[src/hdl/efv_pkg.sv]
// Shared types and constants of the encoder FIR velocity filter.
`timescale 1ns / 1ps

package efv_pkg;

   // Filter length and fixed widths
   localparam int TAP_COUNT = 9;
   localparam int COEF_W    = 13;
   localparam int VEL_W     = 37;

   typedef logic signed [COEF_W-1:0] coef_type;
   typedef logic signed [VEL_W-1:0]  vel_type;

   // Differentiator taps, newest sample first; they sum to zero
   localparam coef_type TAP_COEF [TAP_COUNT] = '{
      13'sd2727, 13'sd534, -13'sd2658, -13'sd795, 13'sd72,
      13'sd110, 13'sd19, -13'sd6, -13'sd3
   };

   // Control of the history cells for one transfer
   typedef struct packed {
      logic load;    // accept a new count this cycle
      logic prime;   // history is empty: fill every entry with the count
   } cell_ctrl_type;

   // Load enables of the two adder stages
   typedef struct packed {
      logic adv_group;
      logic adv_final;
   } tree_ctrl_type;

endpackage

[src/hdl/efv_req_if.sv]
// Input channel: one encoder count per transfer.
`timescale 1ns / 1ps

interface efv_req_if #(
   parameter int COUNT_WIDTH = 24
);
   logic                          valid;
   logic                          ready;
   logic signed [COUNT_WIDTH-1:0] encoder_count;

   modport source (output valid, output encoder_count, input ready);
   modport sink (input valid, input encoder_count, output ready);
endinterface

[src/hdl/efv_rsp_if.sv]
// Result channel: position and velocity sum per transfer.
`timescale 1ns / 1ps

interface efv_rsp_if #(
   parameter int COUNT_WIDTH = 24
);
   logic                          valid;
   logic                          ready;
   logic signed [COUNT_WIDTH-1:0] position_count;
   efv_pkg::vel_type              velocity_sum;

   modport source (output valid, output position_count, output velocity_sum, input ready);
   modport sink (input valid, input position_count, input velocity_sum, output ready);
endinterface

[src/hdl/efv_tap_cell.sv]
// One history cell: holds one past count and forms its weighted product.
`timescale 1ns / 1ps

module efv_tap_cell #(
   parameter int                COUNT_WIDTH = 24,
   parameter efv_pkg::coef_type COEF        = 13'sd0
) (
   input  logic                          clock,
   input  logic                          reset,
   input  efv_pkg::cell_ctrl_type        ctrl,
   input  logic signed [COUNT_WIDTH-1:0] count_in,
   input  logic signed [COUNT_WIDTH-1:0] link_in,
   output logic signed [COUNT_WIDTH-1:0] hist_out,
   output efv_pkg::vel_type              prod_out
);

   localparam int EXT_W = (COUNT_WIDTH + efv_pkg::COEF_W > efv_pkg::VEL_W) ?
                          COUNT_WIDTH + efv_pkg::COEF_W : efv_pkg::VEL_W;

   logic signed [COUNT_WIDTH-1:0] hist_ff, hist_in;
   efv_pkg::vel_type              prod_ff, prod_in;
   logic signed [EXT_W-1:0]       ext_count, ext_coef, full_prod;

   // Take the neighbor's entry, or the new count when priming
   assign hist_in = ctrl.prime ? count_in : link_in;

   // Weight the updated entry; the product wraps to the velocity width
   assign ext_count = EXT_W'(hist_in);
   assign ext_coef  = EXT_W'(COEF);
   assign full_prod = ext_count * ext_coef;
   assign prod_in   = full_prod[efv_pkg::VEL_W-1:0];

   // Hold history; clear it at reset
   always_ff @(posedge clock) begin
      if (reset) begin
         hist_ff <= '0;
      end else if (ctrl.load) begin
         hist_ff <= hist_in;
      end
   end

   // Register the product for the adder stages
   always_ff @(posedge clock) begin
      if (ctrl.load) begin
         prod_ff <= prod_in;
      end
   end

   assign hist_out = hist_ff;
   assign prod_out = prod_ff;

endmodule

[src/hdl/efv_sum_tree.sv]
// Two-stage registered adder tree over the tap products.
`timescale 1ns / 1ps

module efv_sum_tree (
   input  logic                   clock,
   input  efv_pkg::tree_ctrl_type ctrl,
   input  efv_pkg::vel_type       prod_in [efv_pkg::TAP_COUNT],
   output efv_pkg::vel_type       sum_out
);

   localparam int GROUPS = efv_pkg::TAP_COUNT / 3;

   efv_pkg::vel_type group_ff [GROUPS];
   efv_pkg::vel_type group_in [GROUPS];
   efv_pkg::vel_type sum_ff, sum_in;

   // Add the products three at a time
   always_comb begin
      for (int g = 0; g < GROUPS; g++) begin
         group_in[g] = prod_in[3*g] + prod_in[3*g+1] + prod_in[3*g+2];
      end
   end

   // Add the group sums
   always_comb begin
      sum_in = '0;
      for (int g = 0; g < GROUPS; g++) begin
         sum_in = sum_in + group_ff[g];
      end
   end

   always_ff @(posedge clock) begin
      if (ctrl.adv_group) begin
         group_ff <= group_in;
      end
   end

   always_ff @(posedge clock) begin
      if (ctrl.adv_final) begin
         sum_ff <= sum_in;
      end
   end

   assign sum_out = sum_ff;

endmodule

[src/hdl/encoder_fir_velocity_filter_core.sv]
// Top level of the encoder FIR velocity filter.
`timescale 1ns / 1ps
//
// Usage:
//   req_chan carries one signed encoder count per transfer (valid/ready).
//   rsp_chan returns, for each count, the count itself as position and the
//   nine-tap differentiator sum of the count history as velocity.
//   An input transfer sets valid1_ff with the products; valid2_ff follows
//   with the group sums, then valid3_ff, which is rsp_chan.valid, with the sum.
//   The tap cells register their products, then two adder stages follow.
//   Unstalled throughput is one count per cycle; each stage has its own
//   valid bit, so bubbles close up and a new count is taken while a result
//   still waits. When the receiver holds rsp_chan.ready low, the full
//   pipeline backs up, req_chan.ready drops; nothing is lost or repeated.
//   Reset clears the history and all valid bits. An all-zero history counts
//   as empty: the next count fills every entry, so the first velocity is 0.
//   The sum wraps to 37 bits, which only matters for counts above 24 bits.
//
module encoder_fir_velocity_filter_core #(
   parameter int COUNT_WIDTH = 24
) (
   input  logic     clock,
   input  logic     reset,
   efv_req_if.sink  req_chan,
   efv_rsp_if.source rsp_chan
);

   localparam int TAPS = efv_pkg::TAP_COUNT;

   // Pipeline valid bits and per-stage ready
   logic valid1_ff, valid2_ff, valid3_ff;
   logic rdy1, rdy2, rdy3;
   logic req_xfer;

   logic signed [COUNT_WIDTH-1:0] pos1_ff, pos2_ff, pos3_ff;
   logic signed [COUNT_WIDTH-1:0] hist [TAPS];
   logic signed [COUNT_WIDTH-1:0] link [TAPS];
   efv_pkg::vel_type              prod [TAPS];
   efv_pkg::vel_type              vel_sum;
   logic [TAPS-1:0]               nonzero;

   efv_pkg::cell_ctrl_type cell_ctrl;
   efv_pkg::tree_ctrl_type tree_ctrl;

   // Advance a stage when it is empty or the next one advances
   assign rdy3     = !valid3_ff || rsp_chan.ready;
   assign rdy2     = !valid2_ff || rdy3;
   assign rdy1     = !valid1_ff || rdy2;
   assign req_xfer = req_chan.valid && rdy1;

   assign req_chan.ready = rdy1;

   // Detect an empty history
   always_comb begin
      for (int i = 0; i < TAPS; i++) begin
         nonzero[i] = |hist[i];
      end
   end

   assign cell_ctrl.load  = req_xfer;
   assign cell_ctrl.prime = !(|nonzero);

   assign tree_ctrl.adv_group = rdy2 && valid1_ff;
   assign tree_ctrl.adv_final = rdy3 && valid2_ff;

   // Row of history cells, newest first; each takes its neighbor's entry
   genvar t;
   generate
      for (t = 0; t < TAPS; t++) begin : g_cell
         if (t == 0) begin : g_head
            assign link[t] = req_chan.encoder_count;
         end else begin : g_body
            assign link[t] = hist[t-1];
         end
         efv_tap_cell #(
            .COUNT_WIDTH (COUNT_WIDTH),
            .COEF        (efv_pkg::TAP_COEF[t])
         ) u_cell (
            .clock    (clock),
            .reset    (reset),
            .ctrl     (cell_ctrl),
            .count_in (req_chan.encoder_count),
            .link_in  (link[t]),
            .hist_out (hist[t]),
            .prod_out (prod[t])
         );
      end
   endgenerate

   efv_sum_tree u_tree (
      .clock   (clock),
      .ctrl    (tree_ctrl),
      .prod_in (prod),
      .sum_out (vel_sum)
   );

   // Advance valid bits
   always_ff @(posedge clock) begin
      if (reset) begin
         valid1_ff <= 1'b0;
         valid2_ff <= 1'b0;
         valid3_ff <= 1'b0;
      end else begin
         if (rdy1) begin
            valid1_ff <= req_xfer;
         end
         if (rdy2) begin
            valid2_ff <= valid1_ff;
         end
         if (rdy3) begin
            valid3_ff <= valid2_ff;
         end
      end
   end

   // Carry the position alongside the sum
   always_ff @(posedge clock) begin
      if (req_xfer) begin
         pos1_ff <= req_chan.encoder_count;
      end
      if (tree_ctrl.adv_group) begin
         pos2_ff <= pos1_ff;
      end
      if (tree_ctrl.adv_final) begin
         pos3_ff <= pos2_ff;
      end
   end

   assign rsp_chan.valid          = valid3_ff;
   assign rsp_chan.position_count = pos3_ff;
   assign rsp_chan.velocity_sum   = vel_sum;

endmodule
[src/flat_wrapper.sv]
// flat-port wrapper written by rule: the top's interface ports become plain ports
module encoder_fir_velocity_filter_core_flat 
#(
   parameter int COUNT_WIDTH = 24
)
  (clock, reset, req_chan_valid, req_chan_encoder_count, req_chan_ready, rsp_chan_valid, rsp_chan_position_count, rsp_chan_velocity_sum, rsp_chan_ready);
  efv_req_if #(.COUNT_WIDTH(COUNT_WIDTH)) req_chan_i ();
  efv_rsp_if #(.COUNT_WIDTH(COUNT_WIDTH)) rsp_chan_i ();
  input  logic clock;
  input  logic reset;
  input wire logic [$bits(req_chan_i.valid)-1:0] req_chan_valid;
  input wire logic [$bits(req_chan_i.encoder_count)-1:0] req_chan_encoder_count;
  output wire logic [$bits(req_chan_i.ready)-1:0] req_chan_ready;
  output wire logic [$bits(rsp_chan_i.valid)-1:0] rsp_chan_valid;
  output wire logic [$bits(rsp_chan_i.position_count)-1:0] rsp_chan_position_count;
  output wire logic [$bits(rsp_chan_i.velocity_sum)-1:0] rsp_chan_velocity_sum;
  input wire logic [$bits(rsp_chan_i.ready)-1:0] rsp_chan_ready;
  assign req_chan_i.valid = req_chan_valid;
  assign req_chan_i.encoder_count = req_chan_encoder_count;
  assign req_chan_ready = req_chan_i.ready;
  assign rsp_chan_valid = rsp_chan_i.valid;
  assign rsp_chan_position_count = rsp_chan_i.position_count;
  assign rsp_chan_velocity_sum = rsp_chan_i.velocity_sum;
  assign rsp_chan_i.ready = rsp_chan_ready;
  encoder_fir_velocity_filter_core #(.COUNT_WIDTH(COUNT_WIDTH)) u_core (.clock(clock), .reset(reset), .req_chan(req_chan_i), .rsp_chan(rsp_chan_i));
endmodule
[config.mk]
export PLATFORM = sky130hd
export DESIGN_NAME = encoder_fir_velocity_filter_core_flat
export DESIGN_NICKNAME = d
export VERILOG_FILES = /design/src/hdl/efv_pkg.sv /design/src/hdl/efv_req_if.sv /design/src/hdl/efv_rsp_if.sv /design/src/hdl/efv_tap_cell.sv /design/src/hdl/efv_sum_tree.sv /design/src/hdl/encoder_fir_velocity_filter_core.sv /design/src/flat_wrapper.sv
export SDC_FILE = /design/constraint.sdc
export NUM_CORES = 2
export LEC_CHECK = 0
export BUFFER_PORTS_ARGS = -buffer_cell sky130_fd_sc_hd__buf_2
export CAP_MARGIN = 20
export CORE_UTILIZATION = 60
export CTS_BUF_LIST = sky130_fd_sc_hd__clkbuf_8
export DETAILED_ROUTE_END_ITERATION = 7
export MAX_ROUTING_LAYER = met4
export PLACE_DENSITY_LB_ADDON = 0.08
export SLEW_MARGIN = 30
export SYNTH_ARGS = -nofsm -noshare
export SYNTH_HDL_FRONTEND = slang
export SYNTH_SLANG_ARGS = --single-unit
[constraint.sdc]
create_clock -name clock -period 17.25 [get_ports clock]
set_clock_uncertainty 0.1 [all_clocks]
set_input_delay 3.45 -clock clock [delete_from_list [all_inputs] [get_ports clock]]
set_output_delay 3.45 -clock clock [all_outputs]
set_load 0.05 [all_outputs]
==> metrics.csv <==
stage,metric,value,unit
run_status,status,"finished, final reports clean",
worst_setup_path,path_class,input port to flop,
global_route,grt_remaining_overflow,0,
layout,multi_input_area,40750,um^2
global_route,groute.usage.overall,33.54,%
die,die_area,109200,um^2
layout,fin_cells,7945,
worst_setup_path,crit_arrival,9.98,ns
synth,synth_area,64740,um^2
clock_network,holdBufCountCts,0,
synth,ys_top_cells_by_count,"inv_1, ha_1, fa_1",
placement,dpl.hpwl,141400,um
timing,hold_viol_final,0,
timing,finalSetupViolCount,0,
layout,nNetsFinal,8030,
synth,synth_seq_cells,723,
die,initial_utilization,60.47,%
power,vdd_drop_max,0.1779,mV
clock_network,htree_levels,4,
timing,fin_crit,9.524,ns
route,drtAntennaViolNets,0,
synth,ys.flop_type,edfxtp_1,
route,drc,0,
global_route,grt_pass1_vias,46323,
synth,netlist_top_cells_area,"edfxtp_1, fa_1, ha_1",
clock_network,numCtsBuffers,135,
timing,max_slew_margin,27.42,%
clock_network,cts_tree,built,
synth,synth_top_cell_by_area,edfxtp_1,
clock_network,cts_root_buffer,clkbuf_8,
placement,numPortBuffers,90,
worst_hold_path,hp-class,flop to flop,
power,powerDensity,195.7,nW/um^2
power,p_leak,33.91,nW
timing,rsz0062_at_grt,false,
route,via_per_inst,5.763,
route,wl_per_cell,21.88,um
timing,final.setup.tns,0,ns
layout,nFillCells,8682,
clock_network,clock_sinks,723,
layout,area_growth,7.350,%
run,maxCapViolations,0,
synth,avgSynthCellArea,10.32,um^2
timing,maxSlewViolCount,0,
die,std_cell_rows,120,
synth,synth_edf_count,504,
clock_network,path_clk_slew,0.06,ns
layout,drive_gt1_share,5.523,%
clock_network,cts_setup_buffers,0,
clock_network,clkLatencyLatePin,0.84,ns
clock_network,cts_buffer_depth,3,
timing,tightest_slew,1.079,ns
worst_setup_path,critPathLaunchType,input port,
placement,gp_congestion,0.9575,
worst_setup_path,worstPathMaxFanout,11,
die,die_w,330.5,um
route,firstDrtPassIters,6,
worst_setup_path,critPathRequiredTime,17.71,ns
synth,synth-warning-count,0,
synth,yosysTopAreaCellShare,23.38,%
die,fp.dieH,330.5,um
die,io_pins,91,
route,vias,45784,
route,drt_iter0_drc,3288,
die,core,107100,um^2
synth,synthArstFlopShare,0,%
route,routed_wl,173900,um
synth,synth_most_common_cell,inv_1,
timing,fin_crit_sh,55.21,%
clock_network,cts_resized,0,
timing,fmax,0.1050,GHz
worst_setup_path,end_kind,flop,
global_route,grt_max_degree,186,
synth,synth_cell_types,88,
global_route,grt_pass1_wl,263400,um
synth,postSynthCellCount,6272,
placement,place_inst,7699,
synth,yosysSeqAreaShare,30.15,%
layout,seq_area,19520,um^2
global_route,grt_antenna_before_repair,7,
-- registers in the layout, indices dropped and copies added (netlist names) --
name	cells
u_core.u_tree.sum_out	37
u_core.u_tree.group_ff	111
u_core.pos1_ff	23
u_core.valid1_ff	1
u_core.pos2_ff	23
u_core.g_cell.u_cell.prod_out	286
u_core.g_cell.u_cell.hist_out	216
u_core.valid2_ff	1
u_core.rsp_chan.position_count	24
u_core.rsp_chan.valid	1
-- cell usage in the layout, fill, tap and decap left out, types with 10 or more instances in the layout --
| cell | count |
|---|---|
| nand4_1 | 35 |
| edfxtp_1 | 504 |
| fa_1 | 605 |
| o21bai_1 | 68 |
| nand2b_1 | 130 |
| clkinv_2 | 18 |
| nand3_1 | 54 |
| nand2_1 | 180 |
| a31oi_1 | 27 |
| and3_1 | 22 |
| xor2_1 | 84 |
| dfxtp_1 | 219 |
| inv_1 | 1128 |
| a211oi_1 | 131 |
| xnor2_1 | 278 |
| o21a_1 | 56 |
| or2_2 | 15 |
| ha_1 | 963 |
| o21ai_0 | 145 |
| and2_1 | 43 |
| clkbuf_8 | 147 |
| buf_4 | 26 |
| nor4_1 | 59 |
| or3_1 | 18 |
| o31ai_1 | 16 |
| o21ai_1 | 12 |
| nor2b_1 | 41 |
| buf_2 | 89 |
| nor3_1 | 126 |
| a21o_1 | 145 |
| o211ai_1 | 10 |
| a21oi_1 | 325 |
| nor2_1 | 604 |
| clkinv_1 | 27 |
-- layer usage --
| metal | part of all wire (%) | GRT usage [%] |
|---|---|---|
| met1 | 43 | 42.64 |
| met2 | 48 | 54.33 |
| met4 | 4.5 | 14.17 |
| met3 | 5.3 | 4.048 |
| met5 | 0 | - |
-- path summary, 6_finish.rpt --
path,start,to,cells past startpoint,slack (ns)
hold reg to reg,u_core.pos2_ff[19],u_core.rsp_chan.position_count[19],0,0.32
setup reg to reg,u_core.g_cell[1].u_cell.hist_out[0],u_core.g_cell[2].u_cell.prod_out[34],28,7.89
hold / removal,u_core.pos2_ff[19],u_core.rsp_chan.position_count[19],0,0.32
setup / recovery,req_chan_encoder_count[9],u_core.g_cell[3].u_cell.prod_out[27],24,7.73
-- area by class of cell --
type,instances,share of cell area (%)
flip-flops and latches,723,28.09
clock buffers,147,2.911
multi-input cells,4353,58.63
inverters,1102,5.970
repair buffers,119,1.023
well taps,1403,2.526
clock inverters,92,0.8318
diodes,6,0.02160
-- metrics by stage --
stage | util [%] | total power, mW | setup WS, ns | hold WS [ns] | cell area (um^2)
4_1_cts | 64.88 | 13.57 | 7.777 | 0.3171 | 69450
3_3_place_gp | 62.44 | 11.73 | 6.969 | 0.3002 | 66840
2_1_floorplan | - | 9.091 | 3.106 | 0.3003 | 64740
6_report | 64.92 | 13.60 | 7.726 | 0.3175 | 69500
3_5_place_dp | 62.45 | 11.88 | 6.876 | 0.3045 | 66850
5_1_grt | 64.91 | 14.64 | 7.251 | 0.3217 | 69490
-- critical path, stage by stage --
cell and delay (ns):
buf_2 0.25, and2_1 0.30, nor2_1 0.58, clkinv_1 0.42
ha_1 0.31, a21o_1 0.16, ha_1 0.29, fa_1 0.50
fa_1 0.49, inv_1 0.05, fa_1 0.47, inv_1 0.04
ha_1 0.33, inv_1 0.09, o21bai_1 0.08, a21oi_1 0.15
o21ai_0 0.14, a22o_1 0.21, a311oi_1 0.80, o21ai_0 0.28
a21oi_1 0.27, nor2b_1 0.07, o21ai_0 0.14, a211oi_1 0.09
-- cell families (layout without fill, tap and decap cells) --
family	after synthesis	count (layout)	share of synthesized area, %
adder cells (fa/ha/maj)	1568	1568	37.32
other	1	8	0.005792
XOR/XNOR	363	363	4.923
AND/OR/NAND/NOR	1360	1360	9.864
flip-flops	723	723	30.15
AO/OA/AOI/OAI	1055	1055	10.69
buffers and inverters	1197	1460	6.965
multiplexers	5	5	0.08310
-- power by group --
group / switching, mW / internal (mW) / total, mW
Clock: 0.791 / 0.842 / 1.63
Sequential: 0.262 / 2.79 / 3.05
Combinational: 5.56 / 3.35 / 8.91
Total: 6.61 / 6.99 / 13.6
No activity file was read; power rests on OpenSTA's default activity.
